## src/hw/rtl/i2cm_pkg.sv

```systemverilog
// Shared types and constants for the I2C bit level master.
// Used by i2cm_core and i2c_bit_level_master_top; depends on nothing else.
`default_nettype none

package i2cm_pkg;

   localparam int unsigned TICK_W   = 16;
   localparam int unsigned LIMIT_W  = 8;
   localparam int unsigned MS_W     = 15;
   localparam int unsigned BYTE_W   = 8;
   localparam int unsigned BIDX_W   = 4;
   localparam int unsigned ACTION_W = 3;
   localparam int unsigned CSR_IDX_W = 3;

   localparam logic [TICK_W-1:0]  HALF_BIT_RESET  = 16'd20;
   localparam logic [TICK_W-1:0]  CONDITION_RESET = 16'd40;
   localparam logic [TICK_W-1:0]  ACK_POLL_RESET  = 16'd160;
   localparam logic [LIMIT_W-1:0] POLL_LIMIT_RESET = 8'd200;
   localparam logic [TICK_W-1:0]  MS_TICKS_RESET  = 16'd1000;

   localparam logic [BIDX_W-1:0]  BITS_PER_BYTE   = 4'd8;

   typedef enum logic [ACTION_W-1:0] {
      ACT_NONE     = 3'd0,
      ACT_START    = 3'd1,
      ACT_STOP     = 3'd2,
      ACT_WRITE    = 3'd3,
      ACT_READ     = 3'd4,
      ACT_WAIT_SCL = 3'd5
   } i2cm_action_type;

   typedef enum logic [CSR_IDX_W-1:0] {
      CSR_HALF_BIT   = 3'd0,
      CSR_CONDITION  = 3'd1,
      CSR_ACK_POLL   = 3'd2,
      CSR_POLL_LIMIT = 3'd3,
      CSR_MS_TICKS   = 3'd4
   } i2cm_csr_type;

   typedef struct packed {
      logic [TICK_W-1:0]  half_bit_ticks;
      logic [TICK_W-1:0]  condition_ticks;
      logic [TICK_W-1:0]  ack_poll_ticks;
      logic [LIMIT_W-1:0] ack_poll_limit;
      logic [TICK_W-1:0]  ms_ticks;
   } i2cm_cfg_type;

   typedef struct packed {
      logic              scl_drive_low;
      logic              sda_drive_low;
      logic              busy_res;
      logic              done_res;
      logic              ack_seen;
      logic              scl_released;
      logic [BYTE_W-1:0] read_data;
   } i2cm_result_type;

   // A timing register of zero behaves as a single tick.
   function automatic logic [TICK_W-1:0] period(input logic [TICK_W-1:0] v);
      period = (v == '0) ? {{(TICK_W-1){1'b0}}, 1'b1} : v;
   endfunction

endpackage

`default_nettype wire

```

## src/hw/rtl/i2cm_core.sv

```systemverilog
// Bus sequencer of the I2C bit level master: phase register, timers and shifters.
// Computes one tick's result from the stored state and the accepted input; uses i2cm_pkg.
`default_nettype none

module i2cm_core (
   input  wire logic                       clock,
   input  wire logic                       reset,
   input  wire logic                       step_en,
   input  wire logic [2:0]                 action,
   input  wire logic [7:0]                 write_data,
   input  wire logic                       send_ack,
   input  wire logic [14:0]                wait_ms,
   input  wire logic                       sda_in,
   input  wire logic                       scl_in,
   input  wire i2cm_pkg::i2cm_cfg_type     cfg,
   output i2cm_pkg::i2cm_result_type       result
);
   import i2cm_pkg::*;

   typedef enum logic [16:0] {
      PH_IDLE     = 17'b0_0000_0000_0000_0001,
      PH_ST1      = 17'b0_0000_0000_0000_0010,
      PH_ST2      = 17'b0_0000_0000_0000_0100,
      PH_ST3      = 17'b0_0000_0000_0000_1000,
      PH_SP1      = 17'b0_0000_0000_0001_0000,
      PH_SP2      = 17'b0_0000_0000_0010_0000,
      PH_SP3      = 17'b0_0000_0000_0100_0000,
      PH_WLOW     = 17'b0_0000_0000_1000_0000,
      PH_WHIGH    = 17'b0_0000_0001_0000_0000,
      PH_WACK     = 17'b0_0000_0010_0000_0000,
      PH_WPOLL    = 17'b0_0000_0100_0000_0000,
      PH_RLOW     = 17'b0_0000_1000_0000_0000,
      PH_RHIGH    = 17'b0_0001_0000_0000_0000,
      PH_RACKLOW  = 17'b0_0010_0000_0000_0000,
      PH_RACKHIGH = 17'b0_0100_0000_0000_0000,
      PH_RACKEND  = 17'b0_1000_0000_0000_0000,
      PH_WAITMS   = 17'b1_0000_0000_0000_0000
   } i2cm_phase_type;

   i2cm_phase_type      phase_ff, phase_in;
   logic [BYTE_W-1:0]   shift_ff, shift_in;
   logic [BIDX_W-1:0]   bit_index_ff, bit_index_in;
   logic [TICK_W-1:0]   timer_ff, timer_in;
   logic [LIMIT_W-1:0]  poll_count_ff, poll_count_in;
   logic [MS_W-1:0]     ms_left_ff, ms_left_in;
   logic                ack_flag_ff, ack_flag_in;
   logic                ack_request_ff, ack_request_in;
   logic                scl_ok_ff, scl_ok_in;
   logic [BYTE_W-1:0]   last_read_ff, last_read_in;
   logic                scl_low_ff, scl_low_in;
   logic                sda_low_ff, sda_low_in;
   logic                done;

   logic [TICK_W-1:0]   half;
   logic [TICK_W-1:0]   cond;
   logic                expire;
   logic [BIDX_W-1:0]   bit_next;
   logic [BYTE_W-1:0]   shift_write;
   logic [BYTE_W-1:0]   shift_read;
   logic [LIMIT_W-1:0]  poll_next;

   assign half        = period(cfg.half_bit_ticks);
   assign cond        = period(cfg.condition_ticks);
   // A loaded delay always holds at least one, so the step falls due at one.
   assign expire      = (timer_ff == {{(TICK_W-1){1'b0}}, 1'b1});
   assign bit_next    = bit_index_ff + {{(BIDX_W-1){1'b0}}, 1'b1};
   assign shift_write = {shift_ff[BYTE_W-2:0], 1'b0};
   assign shift_read  = {shift_ff[BYTE_W-2:0], sda_in};
   assign poll_next   = poll_count_ff + {{(LIMIT_W-1){1'b0}}, 1'b1};

   always_comb begin
      phase_in       = phase_ff;
      shift_in       = shift_ff;
      bit_index_in   = bit_index_ff;
      timer_in       = timer_ff;
      poll_count_in  = poll_count_ff;
      ms_left_in     = ms_left_ff;
      ack_flag_in    = ack_flag_ff;
      ack_request_in = ack_request_ff;
      scl_ok_in      = scl_ok_ff;
      last_read_in   = last_read_ff;
      scl_low_in     = scl_low_ff;
      sda_low_in     = sda_low_ff;
      done           = 1'b0;

      if (phase_ff == PH_IDLE) begin
         case (i2cm_action_type'(action))
            ACT_START: begin
               scl_low_in = 1'b0;
               sda_low_in = 1'b0;
               timer_in   = cond;
               phase_in   = PH_ST1;
            end
            ACT_STOP: begin
               sda_low_in = 1'b1;
               timer_in   = cond;
               phase_in   = PH_SP1;
            end
            ACT_WRITE: begin
               shift_in     = write_data;
               bit_index_in = '0;
               scl_low_in   = 1'b1;
               sda_low_in   = ~write_data[BYTE_W-1];
               timer_in     = half;
               phase_in     = PH_WLOW;
            end
            ACT_READ: begin
               shift_in       = '0;
               bit_index_in   = '0;
               ack_request_in = send_ack;
               scl_low_in     = 1'b1;
               sda_low_in     = 1'b0;
               timer_in       = half;
               phase_in       = PH_RLOW;
            end
            ACT_WAIT_SCL: begin
               if (wait_ms == '0) begin
                  scl_ok_in = 1'b0;
                  done      = 1'b1;
               end else begin
                  ms_left_in = wait_ms;
                  timer_in   = period(cfg.ms_ticks);
                  phase_in   = PH_WAITMS;
               end
            end
            default: begin
            end
         endcase
      end else begin
         timer_in = timer_ff - {{(TICK_W-1){1'b0}}, 1'b1};
         if (expire) begin
            case (phase_ff)
               PH_ST1: begin
                  sda_low_in = 1'b1; timer_in = cond; phase_in = PH_ST2;
               end
               PH_ST2: begin
                  scl_low_in = 1'b1; timer_in = cond; phase_in = PH_ST3;
               end
               PH_SP1: begin
                  scl_low_in = 1'b0; timer_in = cond; phase_in = PH_SP2;
               end
               PH_SP2: begin
                  sda_low_in = 1'b0; timer_in = cond; phase_in = PH_SP3;
               end
               PH_ST3, PH_SP3: begin
                  done = 1'b1;
               end
               PH_WLOW: begin
                  scl_low_in = 1'b0; timer_in = half; phase_in = PH_WHIGH;
               end
               PH_WHIGH: begin
                  scl_low_in   = 1'b1;
                  shift_in     = shift_write;
                  bit_index_in = bit_next;
                  timer_in     = half;
                  if (bit_next >= BITS_PER_BYTE) begin
                     sda_low_in = 1'b0;
                     phase_in   = PH_WACK;
                  end else begin
                     sda_low_in = ~shift_write[BYTE_W-1];
                     phase_in   = PH_WLOW;
                  end
               end
               PH_WACK: begin
                  scl_low_in    = 1'b0;
                  poll_count_in = '0;
                  timer_in      = period(cfg.ack_poll_ticks);
                  phase_in      = PH_WPOLL;
               end
               PH_WPOLL: begin
                  // A limit of zero wraps the count and so allows 256 samples.
                  poll_count_in = poll_next;
                  if (!sda_in) begin
                     ack_flag_in = 1'b1; scl_low_in = 1'b1; done = 1'b1;
                  end else if (poll_next == cfg.ack_poll_limit) begin
                     ack_flag_in = 1'b0; scl_low_in = 1'b1; done = 1'b1;
                  end else begin
                     timer_in = period(cfg.ack_poll_ticks);
                  end
               end
               PH_RLOW: begin
                  scl_low_in = 1'b0; timer_in = half; phase_in = PH_RHIGH;
               end
               PH_RHIGH: begin
                  shift_in     = shift_read;
                  scl_low_in   = 1'b1;
                  bit_index_in = bit_next;
                  timer_in     = half;
                  if (bit_next >= BITS_PER_BYTE) begin
                     last_read_in = shift_read;
                     if (ack_request_ff) begin
                        sda_low_in = 1'b1;
                     end
                     phase_in = PH_RACKLOW;
                  end else begin
                     phase_in = PH_RLOW;
                  end
               end
               PH_RACKLOW: begin
                  scl_low_in = 1'b0; timer_in = half; phase_in = PH_RACKHIGH;
               end
               PH_RACKHIGH: begin
                  scl_low_in = 1'b1; timer_in = half; phase_in = PH_RACKEND;
               end
               PH_RACKEND: begin
                  sda_low_in = 1'b0; done = 1'b1;
               end
               PH_WAITMS: begin
                  if (scl_in) begin
                     scl_ok_in = 1'b1; done = 1'b1;
                  end else begin
                     ms_left_in = ms_left_ff - {{(MS_W-1){1'b0}}, 1'b1};
                     if (ms_left_ff == {{(MS_W-1){1'b0}}, 1'b1}) begin
                        scl_ok_in = 1'b0; done = 1'b1;
                     end else begin
                        timer_in = period(cfg.ms_ticks);
                     end
                  end
               end
               default: begin
                  done = 1'b1;
               end
            endcase
            if (done) begin
               phase_in = PH_IDLE;
            end
         end
      end
   end

   always_comb begin
      result.scl_drive_low = scl_low_in;
      result.sda_drive_low = sda_low_in;
      result.busy_res      = (phase_in != PH_IDLE);
      result.done_res      = done;
      result.ack_seen      = ack_flag_in;
      result.scl_released  = scl_ok_in;
      result.read_data     = last_read_in;
   end

   always_ff @(posedge clock) begin
      if (reset) begin
         phase_ff       <= PH_IDLE;
         shift_ff       <= '0;
         bit_index_ff   <= '0;
         timer_ff       <= '0;
         poll_count_ff  <= '0;
         ms_left_ff     <= '0;
         ack_flag_ff    <= 1'b0;
         ack_request_ff <= 1'b0;
         scl_ok_ff      <= 1'b0;
         last_read_ff   <= '0;
         scl_low_ff     <= 1'b0;
         sda_low_ff     <= 1'b0;
      end else if (step_en) begin
         phase_ff       <= phase_in;
         shift_ff       <= shift_in;
         bit_index_ff   <= bit_index_in;
         timer_ff       <= timer_in;
         poll_count_ff  <= poll_count_in;
         ms_left_ff     <= ms_left_in;
         ack_flag_ff    <= ack_flag_in;
         ack_request_ff <= ack_request_in;
         scl_ok_ff      <= scl_ok_in;
         last_read_ff   <= last_read_in;
         scl_low_ff     <= scl_low_in;
         sda_low_ff     <= sda_low_in;
      end
   end

   a_phase_onehot: assert property (@(posedge clock) disable iff (reset)
      $onehot(phase_ff))
      else $error("sequencer phase is not one-hot");

   a_done_to_idle: assert property (@(posedge clock) disable iff (reset)
      step_en && done |=> phase_ff == PH_IDLE)
      else $error("completed command did not return to idle");

   a_timer_live: assert property (@(posedge clock) disable iff (reset)
      phase_ff != PH_IDLE |-> timer_ff != '0)
      else $error("busy phase with an empty tick timer");

   a_bit_index_range: assert property (@(posedge clock) disable iff (reset)
      bit_index_ff <= BITS_PER_BYTE)
      else $error("bit index ran past one byte");

endmodule

`default_nettype wire

```

## src/hw/rtl/i2c_bit_level_master_top.sv

```systemverilog
// Top level of the I2C bit level master: configuration registers, sequencer and result skid.
// Depends on i2cm_pkg and i2cm_core.
//
//   channel | direction | handshake          | carries
//   req_    | in        | req_valid/req_stall | one timer tick: command and sampled lines
//   rsp_    | out       | rsp_valid/rsp_stall | line drives and status after that tick
//   csr_    | in        | csr_valid/csr_ready | register index and write data
//
// One tick is accepted per clock while req_stall is low; its result is registered.
// A two-entry output (result register plus skid register) holds one tick accepted behind
// a stalled result; req_stall rises only once the skid register is occupied.
// Synchronous active high reset releases both lines and returns the sequencer to idle.
// csr_ready is always high; writes should be made while no command is running.
`default_nettype none

module i2c_bit_level_master_top (
   input  wire logic        clock,
   input  wire logic        reset,

   input  wire logic        req_valid,
   output logic             req_stall,
   input  wire logic [2:0]  req_action,
   input  wire logic [7:0]  req_write_data,
   input  wire logic        req_send_ack,
   input  wire logic [14:0] req_wait_ms,
   input  wire logic        req_sda_in,
   input  wire logic        req_scl_in,

   output logic             rsp_valid,
   input  wire logic        rsp_stall,
   output logic             rsp_scl_drive_low,
   output logic             rsp_sda_drive_low,
   output logic             rsp_busy_res,
   output logic             rsp_done_res,
   output logic             rsp_ack_seen,
   output logic             rsp_scl_released,
   output logic [7:0]       rsp_read_data,

   input  wire logic        csr_valid,
   output logic             csr_ready,
   input  wire logic [2:0]  csr_index,
   input  wire logic [15:0] csr_wdata
);
   import i2cm_pkg::*;

   i2cm_cfg_type    cfg_ff;
   i2cm_result_type step_result;
   i2cm_result_type out_ff;
   i2cm_result_type skid_ff;
   logic            out_valid_ff;
   logic            skid_valid_ff;
   logic            accept;
   logic            out_take;
   logic            out_free;

   assign csr_ready = 1'b1;

   always_ff @(posedge clock) begin
      if (reset) begin
         cfg_ff.half_bit_ticks  <= HALF_BIT_RESET;
         cfg_ff.condition_ticks <= CONDITION_RESET;
         cfg_ff.ack_poll_ticks  <= ACK_POLL_RESET;
         cfg_ff.ack_poll_limit  <= POLL_LIMIT_RESET;
         cfg_ff.ms_ticks        <= MS_TICKS_RESET;
      end else if (csr_valid && csr_ready) begin
         case (i2cm_csr_type'(csr_index))
            CSR_HALF_BIT:   cfg_ff.half_bit_ticks  <= csr_wdata;
            CSR_CONDITION:  cfg_ff.condition_ticks <= csr_wdata;
            CSR_ACK_POLL:   cfg_ff.ack_poll_ticks  <= csr_wdata;
            CSR_POLL_LIMIT: cfg_ff.ack_poll_limit  <= csr_wdata[LIMIT_W-1:0];
            CSR_MS_TICKS:   cfg_ff.ms_ticks        <= csr_wdata;
            default: begin
            end
         endcase
      end
   end

   assign req_stall = skid_valid_ff;
   assign accept    = req_valid && !skid_valid_ff;
   assign out_take  = out_valid_ff && !rsp_stall;
   assign out_free  = !out_valid_ff || out_take;

   i2cm_core u_core (
      .clock      (clock),
      .reset      (reset),
      .step_en    (accept),
      .action     (req_action),
      .write_data (req_write_data),
      .send_ack   (req_send_ack),
      .wait_ms    (req_wait_ms),
      .sda_in     (req_sda_in),
      .scl_in     (req_scl_in),
      .cfg        (cfg_ff),
      .result     (step_result)
   );

   // Valid bits of the result register and the skid register.
   always_ff @(posedge clock) begin
      if (reset) begin
         out_valid_ff  <= 1'b0;
         skid_valid_ff <= 1'b0;
      end else begin
         if (skid_valid_ff) begin
            if (out_take) begin
               skid_valid_ff <= 1'b0;
            end
         end else if (accept) begin
            out_valid_ff  <= 1'b1;
            skid_valid_ff <= !out_free;
         end else if (out_take) begin
            out_valid_ff <= 1'b0;
         end
      end
   end

   always_ff @(posedge clock) begin
      if (skid_valid_ff) begin
         if (out_take) begin
            out_ff <= skid_ff;
         end
      end else if (accept) begin
         if (out_free) begin
            out_ff <= step_result;
         end else begin
            skid_ff <= step_result;
         end
      end
   end

   assign rsp_valid         = out_valid_ff;
   assign rsp_scl_drive_low = out_ff.scl_drive_low;
   assign rsp_sda_drive_low = out_ff.sda_drive_low;
   assign rsp_busy_res      = out_ff.busy_res;
   assign rsp_done_res      = out_ff.done_res;
   assign rsp_ack_seen      = out_ff.ack_seen;
   assign rsp_scl_released  = out_ff.scl_released;
   assign rsp_read_data     = out_ff.read_data;

   a_skid_behind_out: assert property (@(posedge clock) disable iff (reset)
      skid_valid_ff |-> out_valid_ff)
      else $error("skid register holds a result while the output register is empty");

   a_stall_fills_skid: assert property (@(posedge clock) disable iff (reset)
      accept && out_valid_ff && rsp_stall |=> skid_valid_ff)
      else $error("transaction accepted behind a stalled result was not kept");

   a_skid_drains_first: assert property (@(posedge clock) disable iff (reset)
      skid_valid_ff && out_take |=> out_valid_ff && !skid_valid_ff)
      else $error("skid register did not move into the output register");

endmodule

`default_nettype wire
```

## config.mk

```make
export PLATFORM = sky130hd
export DESIGN_NAME = i2c_bit_level_master_top
export DESIGN_NICKNAME = d
export VERILOG_FILES = /design/src/hw/rtl/i2cm_pkg.sv /design/src/hw/rtl/i2cm_core.sv /design/src/hw/rtl/i2c_bit_level_master_top.sv
export SDC_FILE = /design/constraint.sdc
export NUM_CORES = 1
export LEC_CHECK = 0
export ABC_AREA = 1
export BUFFER_PORTS_ARGS = -buffer_cell sky130_fd_sc_hd__buf_2
export CORE_ASPECT_RATIO = 2
export CORE_MARGIN = 3
export CORE_UTILIZATION = 45
export CTS_CLUSTER_DIAMETER = 60
export DETAILED_ROUTE_END_ITERATION = 8
export GPL_TIMING_DRIVEN = 0
export HOLD_SLACK_MARGIN = 0.05
export PLACE_DENSITY = 0.67
export SYNTH_ARGS = -nofsm -noshare
export SYNTH_HDL_FRONTEND = slang
export SYNTH_SLANG_ARGS = --single-unit
```

## constraint.sdc

```tcl
create_clock -name clock -period 4.6 [get_ports clock]
set_input_delay 0.23 -clock clock [delete_from_list [all_inputs] [get_ports clock]]
set_output_delay 0.23 -clock clock [all_outputs]
set_load 0.03 [all_outputs]
```

Word level (Yosys, flattened, before mapping) --
Cells that the tools add are included.
Storage, ports and cells: bits in registers 182, latch bits 0, memory bits (writable) 0, ROM bits 0, input bits 53, output and inout bits 17, logic and storage cells 209, memories kept 0
Operators by class: $add $sub $neg 4, multiply operators 0, div/mod/pow operators 0, order comparisons 1, equality and inequality tests 36, shift operators 0, mux-type cells 85, bitwise gates (word level) 5, reduce and logical (&&, ||, !) cells 45
Operators with widths (count):
- $pmux 17 s11 | 1
- $mux 16 | 11
- $mux 15 | 6
- $pmux 17 s5 | 1
- $pmux 16 s5 | 1
- $mux 14 | 5
- $mux 17 | 4
- $logic_not 16->1 | 4
- $pmux 16 s3 | 1
- $mux 1 | 36
- $mux 8 | 4
- $pmux 7 s2 | 2
- $eq 17x1->1 const B | 1
- $eq 17x10->1 const B | 1
- $eq 17x11->1 const B | 1
- $eq 17x12->1 const B | 1
- $eq 17x13->1 const B | 1
- $eq 17x14->1 const B | 1
- $eq 17x15->1 const B | 1
- $eq 17x16->1 const B | 1
- $eq 17x17->1 const B | 1
- $eq 17x2->1 const B | 1
- $eq 17x3->1 const B | 1
- $eq 17x5->1 const B | 1
- 43 further kinds | 88

Depth between registers and ports, before layout --
depth in word-level cells 14, depth in mapped cells 21, depth with buffers taken out 20

Cells and area by module --
From an unflattened synthesis, not the netlist that was laid out.
Unflattened totals: cells, all modules 1762, area total of the unflattened synthesis 11667.4 um^2
By module, submodules not included:
- i2cm_core | instances 1, cells an instance 1290, area each 7642.3 um^2, sequential area each 1601.5 um^2
- i2c_bit_level_master_top | instances 1, cells an instance 472, area each 4025.1 um^2, sequential area each 2322.2 um^2

Worst setup path after synthesis --
Ideal clock, no wire load.
path kind flip-flop to flip-flop, from register u_core.poll_count_ff[0], to register skid_ff[11] (netlist name), data pin, library setup time 0.260 ns, data arrival time 1.968 ns, data required time 4.340 ns, setup slack 2.373 ns, stages on the path, launching flop included 18, buffers on the path 1, clock period less this slack 2.227 ns, cell sequence dfxtp_1 ha_1 nand2_1 nor2_2 nand3_1 nand3_1 nand2_1 nor2_1 nand3_1 nand2_1 buf_4 nand2_1 nand3_1 nand2_1 a21oi_1 nand3_1 nor2_1 nand2_1
RTL lines:
- from (decl) | RTL line i2cm_core.sv:44 | logic [LIMIT_W-1:0] poll_count_ff, poll_count_in;
- from (signal assigned) | RTL line i2cm_core.sv:260 | poll_count_ff <= poll_count_in;
- to (signal assigned) | RTL line i2c_bit_level_master_top.sv:125 | skid_ff <= step_result;
- to (decl) | RTL line i2c_bit_level_master_top.sv:49 | i2cm_result_type skid_ff;

==> run metrics <==
Synth Area in Simple Gates approximately a third; Boundary Pins 70; vias in the first global route 11811; CTS clk-pin slew, worst paths 0.07 ns; r2r setup slk 1.43 ns; post-synthesis xor/xnor area fraction between 1.5 and 2%; average cell area after synthesis 6.62 um2; post-CTS setup buffers 0; FF-to-FF Start u_core.poll_count_ff[0]; mux contribution to synthesized area 0%; n_diodes 0; # fillers 2496; Rel. slew slack between 10 and 15%; Syn Nets approximately 1700; nets 1821; largest net degree at the start of global routing 18; WP data required 4.79 ns; DP Area roughly 12000 um2; total clock sinks 182; Core Region 24000 um2; Worst EP arrival ~3.4 ns; status completed; EDFF count, synth 28; via count 11949; worst min path class in2reg; Pwr Density 347 nW/um2; post-synthesis compound-gate area fraction 20.1%; Unique masters post-synth 60; Multi-input gate area around 6000 um2; CP dominant cell by count nand2_1; post-cts gate resize count 0; Fin Clk Skew 0.00997 ns; RD Place Congestion 1.01; hold depth 3; Synth area leaders dfxtp_1 28%, nand2_1 12%, edfxtp_1 7.6%; Max Root-Sink Buffers 2; drt wl/cell approximately 22 um; Avg Vias per Cell 5.79; area taken by flip-flops and latches 3920 um2; Reg2Reg Depth 16; Clk Latency, worst-skew pair 0.47 ns; Crit Path Max Fanout 10; grt ovf 0; worst reg2reg endpoint skid_ff[11]; Worst IR Drop VDD roughly 0.00041 V; synth-to-layout area growth 12.3%; crit-path max cell delay 0.45 ns; CTS root buffer clkbuf_16; Pwr Total 4310 uW; Pleak 0.00557 uW; CTS tree built; Top FF cell, synth dfxtp_1; critical path, cell by cell ha_1, nand2_1, nor2_2, nand3_1, nand3_1, nand2_1, nor2_1, nand3_1, nand2_1, buf_4, nand2_1, nand3_1, nand3b_1, nand2_1, nor3b_1, nand2_1; Seq/Total Area, Yosys a little over a third; wirelength, routed 44900 um; Iter 0 DRT Violations 880; final core occ 51.7%; Starting Density 46.1%; post-DP HPWL ~36000 um; initial antenna violation count 0; H-tree depth 4; leading area contributor after synthesis dfxtp_1; async set-reset flop share out of synthesis 0%; RSZ-0062 raised after global routing no; final setup fails 0; Inserted Clock Buffers 17; worst hold start req_wait_ms[5]; post-synth top area share 27.9%; hold endpoint u_core.ms_left_ff[5]; main combinational cell family by area after synthesis simple AND/OR/NAND/NOR gates; setup tns final 0 ns; Final ANT Viol Nets 0; Max Cap Violations 0; GR Util All Layers 34.1%; YS warnings 0; CP max stage cell dfxtp_1; Tcrit/Tclk final 69.0%; input/output buffers 67; final instance area 12400 um2; die height about 230 um; # DRC 0; final slew viol count 0; f_max 0.315 GHz; final hold vios 0; critical path startpoint category flip-flop; register bit total from synthesis 182; drt first pass iters 6; share of cells above drive strength 1 10.5%; die width 117 um; worst-margin pin slew 1.33 ns; Syn Std Cell Area 11100 um2; die footprint 26600 um2; Cell Rows 80; Critical Path End Type flip-flop; Mapped Cells 1671; Adder-Cell Fraction of Synth Area 0.678%; final critical-path required period 3.17 ns; Crit Path Class reg2reg; global-route wire length before repair 67200 um
==> repair_timing <==
item	in CTS	in global routing
endpoints found under the hold margin	5	0
hold buffers	5	0
setup endpoints to repair	0	0
==> cell usage in the layout, fill, tap and decap left out, types with 4 or more instances in the layout <==
master and count:
inv_6 6, inv_2 9, buf_1 5, nor2_1 219, nand3_2 7, dfxtp_1 154
a21oi_1 138, buf_2 81, nor3_1 28, and2_1 4, nor2_2 8, a221oi_1 5
nand3_1 96, buf_6 7, o21ai_1 14, nand4_1 40, clkbuf_16 17, o21ai_0 149
o22ai_1 10, nor2_4 9, clkbuf_1 44, xor2_1 15, buf_4 5, o211ai_1 22
a31oi_1 15, ha_1 6, inv_1 178, xnor2_1 8, edfxtp_1 28, a22oi_1 9
nand2_1 351, a211oi_1 10, nor4_1 18, dlygate4sd3_1 5
==> critical path: cells and delay by family (launching register included) <==
family	cells	cell delay, ns
adders and majority gates	1	0.21
and+or+nand+nor	14	2.00
DFF	1	0.45
buffers and inverters	1	0.22
==> metal layers <==
| metal | wire [um] | global-route usage, % | share of wire [%] |
|---|---|---|---|
| met1 | 14300 | 30.5 | 32 |
| met2 | 23300 | 60.1 | 52 |
| met3 | 2120 | 6.66 | 4.7 |
| met4 | 5240 | 32.5 | 12 |
| met5 | 0 | 0 | 0 |
==> cell usage after synthesis (2+ instances only) <==
cell	instances
xnor2_1	8
and2_1	4
a31oi_1	15
o22ai_1	10
o21ai_1	14
a211oi_1	10
buf_6	7
nand3_2	7
nand2_4	3
buf_4	5
nand2_2	3
nor2_2	8
o211ai_1	22
o21ai_2	2
inv_1	178
ha_1	6
edfxtp_1	28
buf_1	5
xor2_1	15
a221oi_1	5
nor3_1	28
nor3b_1	2
a21oi_2	2
nor2_1	219
nand2_1	351
dfxtp_1	154
nand3_1	96
or2_2	3
inv_2	9
a22oi_1	9
nor2_4	9
a21oi_1	139
o221ai_1	3
o21ai_0	149
clkbuf_1	44
buf_2	14
a211oi_2	3
inv_4	2
nand4_1	40
nor3_2	2
nor4_1	18
o31ai_1	2
==> flip-flops by register name, indices dropped and copies added (netlist names), 4 cells and up <==
name	flops
rsp_read_data	8
cfg_ff	72
u_core.ms_left_ff	15
u_core.last_read_ff	8
u_core.poll_count_ff	8
u_core.timer_ff	16
skid_ff	14
u_core.bit_index_ff	4
u_core.shift_ff	7
u_core.phase_ff	17
==> cells by family (layout without fill, tap and decap cells) <==
kind of cell,after synthesis,after routing
xor gates and xnor gates,23,23
AOI/OAI and AO/OA,394,394
adders and majority gates,6,6
DFF,182,182
other,1,1
and+or+nand+nor,798,798
buffers and inverters,267,371
==> stage by stage <==
step | cells | worst slack [ns] | hold slack (ns)
2_1_floorplan | 1671 | 2.37 | 0.343
3_3_place_gp | 2025 | 1.54 | 0.448
3_5_place_dp | 2025 | 1.51 | 0.453
4_1_cts | 2062 | 1.48 | 0.0518
5_1_grt | 2062 | 1.14 | 0.0662
6_report | 2062 | 1.43 | 0.0572
==> cell type report <==
cell class | count | share of cell area, %
repair buffers | 72 | 3.10
inverters | 191 | 5.85
clock buffers | 17 | 3.42
well taps | 287 | 2.89
multi-input cells | 1222 | 48.6
flip-flops and latches | 182 | 31.6
plain buffers | 76 | 3.10
clock inverters | 15 | 1.53
==> power by group <==
| part | switching (uW) | internal, uW | total, uW |
|---|---|---|---|
| clock network | 715 | 870 | 1590 |
| registers | 90.4 | 1700 | 1790 |
| logic | 649 | 283 | 933 |
| total | 1460 | 2860 | 4310 |
==> how the worst max path moves through the flow <==
| stage | startpoint | endpoint | slack, ns |
|---|---|---|---|
| floorplan | u_core.poll_count_ff[0] | skid_ff[11] | 2.37 |
| global route | u_core.poll_count_ff[0] | rsp_busy_res | 1.14 |
| CTS | u_core.poll_count_ff[0] | rsp_busy_res | 1.48 |
| global placement | u_core.poll_count_ff[0] | rsp_busy_res | 1.54 |
| detailed placement | u_core.poll_count_ff[0] | rsp_busy_res | 1.51 |
| finish | u_core.poll_count_ff[0] | skid_ff[11] | 1.43 |
Power figures use the tool's default switching activity.
